## config.mk

```make
export PLATFORM = sky130hd
export DESIGN_NAME = rtwc_front
export DESIGN_NICKNAME = d
export VERILOG_FILES = /design/src/rtl/rtos_tick_wheel_core_defines.svh /design/src/rtl/rtwc_pkg.sv /design/src/rtl/rtwc_front.sv
export SDC_FILE = /design/constraint.sdc
export NUM_CORES = 1
export LEC_CHECK = 0
export BUFFER_PORTS_ARGS = -buffer_cell sky130_fd_sc_hd__buf_2
export CAP_MARGIN = 0
export CORE_MARGIN = 3
export CORE_UTILIZATION = 45
export DETAILED_ROUTE_END_ITERATION = 10
export GPL_ROUTABILITY_DRIVEN = 0
export PLACE_DENSITY = 0.76
export SLEW_MARGIN = 40
export SYNTH_ARGS = -nofsm -noshare
export SYNTH_HDL_FRONTEND = slang
export SYNTH_SLANG_ARGS = --single-unit
```

## constraint.sdc

```tcl
create_clock -name clk -period 2.05 [get_ports clk]
set_clock_uncertainty 0.05 [all_clocks]
set_input_delay 0.41 -clock clk [delete_from_list [all_inputs] [get_ports clk]]
set_output_delay 0.41 -clock clk [all_outputs]
set_load 0.05 [all_outputs]
```

## src/rtl/rtos_tick_wheel_core_defines.svh

```systemverilog
// Assertion helpers, clocked on clk and held off during rst.
`ifndef RTOS_TICK_WHEEL_CORE_DEFINES_SVH
`define RTOS_TICK_WHEEL_CORE_DEFINES_SVH

// Same-cycle implication.
`define RTWC_AST_NOW(lbl, ante, cons, msg) \
  lbl: assert property (@(posedge clk) disable iff (rst) (ante) |-> (cons)) \
    else $error(msg);

// Next-cycle implication.
`define RTWC_AST_NXT(lbl, ante, cons, msg) \
  lbl: assert property (@(posedge clk) disable iff (rst) (ante) |=> (cons)) \
    else $error(msg);

`endif

```

## src/rtl/rtwc_pkg.sv

```systemverilog
`timescale 1ns / 1ps
package rtwc_pkg;

  localparam int DEF_WHEEL_SIZE = 16;
  localparam int DEF_MAX_TASKS  = 64;
  localparam int RES_DEPTH      = 64;
  localparam int NRW            = 7;
  localparam int CNT_W          = 16;

  localparam logic [1:0] OP_TICK = 2'd0;
  localparam logic [1:0] OP_INS  = 2'd1;
  localparam logic [1:0] OP_REM  = 2'd2;
  localparam logic [1:0] OP_SET  = 2'd3;

  localparam logic [2:0] K_TICK = 3'd0;
  localparam logic [2:0] K_INS  = 3'd1;
  localparam logic [2:0] K_REM  = 3'd2;
  localparam logic [2:0] K_SET  = 3'd3;
  localparam logic [2:0] K_BAD  = 3'd4;

  localparam logic [2:0] TS_RDY          = 3'd0;
  localparam logic [2:0] TS_DLY          = 3'd1;
  localparam logic [2:0] TS_PEND_TO      = 3'd3;
  localparam logic [2:0] TS_SUSP         = 3'd4;
  localparam logic [2:0] TS_DLY_SUSP     = 3'd5;
  localparam logic [2:0] TS_PEND_TO_SUSP = 3'd7;

  localparam logic [2:0] EV_DONE     = 3'd0;
  localparam logic [2:0] EV_DLY_RDY  = 3'd1;
  localparam logic [2:0] EV_DLY_SUSP = 3'd2;
  localparam logic [2:0] EV_TO_RDY   = 3'd3;
  localparam logic [2:0] EV_TO_SUSP  = 3'd4;

  typedef struct packed {
    logic [2:0]  kind;
    logic [5:0]  tid;
    logic [31:0] delay;
    logic [2:0]  ns;
  } cmd_t;

  typedef struct packed {
    logic [2:0] ev;
    logic [2:0] to;
  } evt_t;

  function automatic evt_t tick_evt(input logic [2:0] st);
    evt_t e;
    case (st)
      TS_DLY:          e = '{ev: EV_DLY_RDY,  to: TS_RDY};
      TS_PEND_TO:      e = '{ev: EV_TO_RDY,   to: TS_RDY};
      TS_DLY_SUSP:     e = '{ev: EV_DLY_SUSP, to: TS_SUSP};
      TS_PEND_TO_SUSP: e = '{ev: EV_TO_SUSP,  to: TS_SUSP};
      default:         e = '{ev: EV_DONE,     to: TS_RDY};
    endcase
    return e;
  endfunction

endpackage

```

## src/rtl/rtwc_front.sv

```systemverilog
`timescale 1ns / 1ps
module rtwc_front #(
  parameter int MAX_TASKS = rtwc_pkg::DEF_MAX_TASKS
) (
  input  logic                clk,
  input  logic                rst,
  input  logic                s_valid,
  output logic                s_ready,
  input  logic [1:0]          s_op,
  input  logic [5:0]          s_tid,
  input  logic [31:0]         s_delay,
  input  logic [2:0]          s_ns,
  output logic                q_valid,
  output rtwc_pkg::cmd_t      q_data,
  input  logic                q_pop
);
  import rtwc_pkg::*;

  cmd_t       fq [2];
  logic       wp, rp;
  logic [1:0] cnt;
  logic       push;
  logic       in_range;
  cmd_t       cmd;

  assign in_range = {26'd0, s_tid} < 32'(MAX_TASKS);

  always_comb begin
    cmd.tid   = s_tid;
    cmd.delay = s_delay;
    cmd.ns    = s_ns;
    case (s_op)
      OP_TICK: cmd.kind = K_TICK;
      OP_INS:  cmd.kind = in_range ? K_INS : K_BAD;
      OP_REM:  cmd.kind = in_range ? K_REM : K_BAD;
      OP_SET:  cmd.kind = in_range ? K_SET : K_BAD;
      default: cmd.kind = K_BAD;
    endcase
  end

  assign s_ready = cnt != 2'd2;
  assign push    = s_valid && s_ready;
  assign q_valid = cnt != 2'd0;
  assign q_data  = fq[rp];

  always_ff @(posedge clk) begin
    if (push) begin
      fq[wp] <= cmd;
    end
  end

  always_ff @(posedge clk) begin
    if (rst) begin
      wp  <= 1'b0;
      rp  <= 1'b0;
      cnt <= 2'd0;
    end else begin
      if (push) begin
        wp <= ~wp;
      end
      if (q_pop) begin
        rp <= ~rp;
      end
      cnt <= cnt + 2'(push) - 2'(q_pop);
    end
  end

endmodule

```

==> results_dict.tcl <==
set metrics [dict create \
    grt_start_max_net_pins 44 \
    io_pins 93 \
    syn_nets 215 \
    register_area_sq_um 2680 \
    synth-edff-count 86 \
    async_flop_share_pct 0 \
    initial_utilization_pct 48.0 \
    p_sw_share_pct 30.9 \
    peakVddDrop_mv 0.452 \
    p_leak_nw 1.56 \
    p_clk_share_pct 23.7 \
    synth_area_leaders "edfxtp_1, mux2_2, mux2_1" \
    netlist_instances 167 \
    p_switching_mw 1.31 \
    synth_area_per_cell_sq_um 20.2 \
    insertion_delay_ps 340 \
    arrival_ps 1500 \
    grt_pass1_vias 1871 \
    hpwlAfterDp_mm 3.74 \
    max_freq_mhz 510 \
    synthTopCellsByCount "edfxtp_1, mux2_2, mux2_1, buf_2, dfxtp_1" \
    crit_fanout 21 \
    multi_input_area_sq_um 632 \
    p_per_area_nw_per_um2 1020 \
    synth_seq_area_share_pct 79.7 \
    ant_nets 0 \
    drv_cap 0 \
    die_area_sq_um 8550 \
    die_y_um 92.5 \
    cp_slowest_stage_delay_ps 380 \
    numCtsBuffers 9 \
    htreeDepth 3 \
    hp-class "in -> reg" \
    min_period_ps 1960 \
    yosysTopAreaCellShare_pct 76.7 \
    fin_tns_setup_ps 0 \
    yosys_most_used_dff "edfxtp_1" \
    synth.most_common_cell "edfxtp_1" \
    layout.nets 314 \
    cts_resized 0 \
    drc 0 \
    cts_sinks 91 \
    grt_pass1_wl_mm 9.07 \
    syn_area_sq_um 3370 \
    final_cells 366 \
    cts_tree "built" \
    dp.cells 350 \
    required_ps 1590 \
    antenna_found_initial 0 \
    vias_per_cell 4.84 \
    wl_per_cell_um 16.1 \
    layout-drive-gt1-share_pct 53.7 \
    worstSetupPathType "reg -> out" \
    rows 30 \
    die_x_um 92.5 \
    grt_util_all_layers_pct 14.1 \
    fin_crit_sh_pct 95.6 \
    p_seq_share_pct 53.2 \
    n_antenna_cell 0 \
    maxSlewViolCount 0 \
    path_clk_slew_ps 90 \
    ys_ff_latch 91 \
    ys_types 25 \
    internal_power_mw 2.93 \
    setup_viol 0 \
    n_fill_cell 564 \
    finalHoldViolations 0 \
    coreArea_sq_um 7020 \
    cts_max_path_buffers 2 \
    critPathCaptureType "output port" \
    port_buffers 91 \
    rsz0062_at_grt "false" \
    critPathSlowestCell "dfxtp_2" \
    outcome "completed" \
    yosysWarnings 0 \
    yosysTopAreaCell "edfxtp_1" \
    dr.pass1.iters 5 \
    pwr-share-comb_pct 23.1 \
    crit_chain "clkbuf_16 -> mux2_2 -> buf_2" \
    p_total_mw 4.25 \
    vias 1771 \
    dr.first_iter.drc_count 90 \
    areaGrowthSynthToFinish_pct 24.0 \
    clockRootBuffer "clkbuf_8" \
    wirelength_mm 5.90 \
    critPathLaunchType "register" \
    grt_overflow 0 \
]
==> flip-flops by register name (all words and copies together) (netlist names), named ones only <==
register / cells
cnt: 2
fq: 86
rp: 1
wp: 1
==> through the flow <==
| stage | hold slack, ps | util [%] | area, sq um | setup WS [ps] |
|---|---|---|---|---|
| floorplan | 429 | - | 3370 | 118 |
| global placement | 451 | 56.8 | 3990 | 395 |
| detailed placement | 463 | 56.8 | 3990 | 355 |
| CTS | 184 | 59.1 | 4150 | 28.8 |
| global route | 184 | 59.5 | 4170 | 22.1 |
| finish | 203 | 59.5 | 4170 | 89.2 |
==> cell type report <==
type                            instances  area share (%)
Clock inverter                          5           0.749
Clock buffer                           10            3.06
Tap cell                               96            2.88
Timing Repair Buffer                   96            13.4
Sequential cell                        91            64.3
Multi-Input combinational cell         64            15.1
Inverter                                4           0.450
==> power by group through the flow <==
stage	clock [mW]	sequential, mW	combinational (mW)
after detailed placement	0	2.30	0.980
after global placement	0	2.29	0.972
after CTS	1.05	2.26	0.983
after global routing	1.13	2.28	1.04
after floorplan	0	2.29	0.726
final	1.01	2.26	0.981
==> path summary, 6_finish.rpt <==
| kind | from | end | slack (ps) | cells past startpoint |
|---|---|---|---|---|
| max | register | q_data[33] | 90 | 3 |
| min | s_delay[9] | fq[1][12]$_DFFE_PP_ | 200 | 1 |
| max reg2reg | cnt[0]$_SDFF_PP0_ | cnt[1]$_SDFF_PP0_ | 360 | 6 |
| min reg2reg | rp$_SDFFE_PP0P_ | register | 480 | 2 |
==> worst max-delay path: cells and delay by family (launching register included) <==
| family | cells | cell delay (ps) |
|---|---|---|
| flip-flops | 1 | 380 |
| buffers and inverters | 2 | 430 |
| multiplexers | 1 | 350 |
==> what timing repair did <==
| action | 4_1_cts | 5_1_grt |
|---|---|---|
| hold buffers | 0 | 0 |
| buffers inserted | 0 | 0 |
| endpoints found under the setup margin | 0 | 5 |
| endpoints found under the hold margin | 0 | 0 |
==> logic make-up after synthesis <==
kind of cell | share of synthesized area (%)
AND/OR/NAND/NOR | 2.34
flip-flops | 79.7
buffers and inverters | 1.64
adder cells (fa/ha/maj) | 0.372
other | 0.111
multiplexers | 14.4
XOR/XNOR | 0.521
AO/OA/AOI/OAI | 0.929
==> placed cells by master (no fill, tap or decap), types with 2 or more instances in the layout <==
cell and n:
buf_2 91, buf_12 4, clkinv_4 2, nand4_1 2, mux2_1 13, nor2_1 3, dfxtp_1 4, xnor2_1 2
clkbuf_8 9, inv_1 3, clkinv_2 2, edfxtp_1 86, mux2_2 30
==> per-layer routing <==
| metal | GRT usage (%) | wire, um |
|---|---|---|
| met1 | 17.4 | 2520 |
| met2 | 23.4 | 2940 |
| met3 | 2.84 | 340 |
| met4 | 7.67 | 94 |
| met5 | 0 | 0 |
Note: power is estimated with default switching activity, not from simulation.
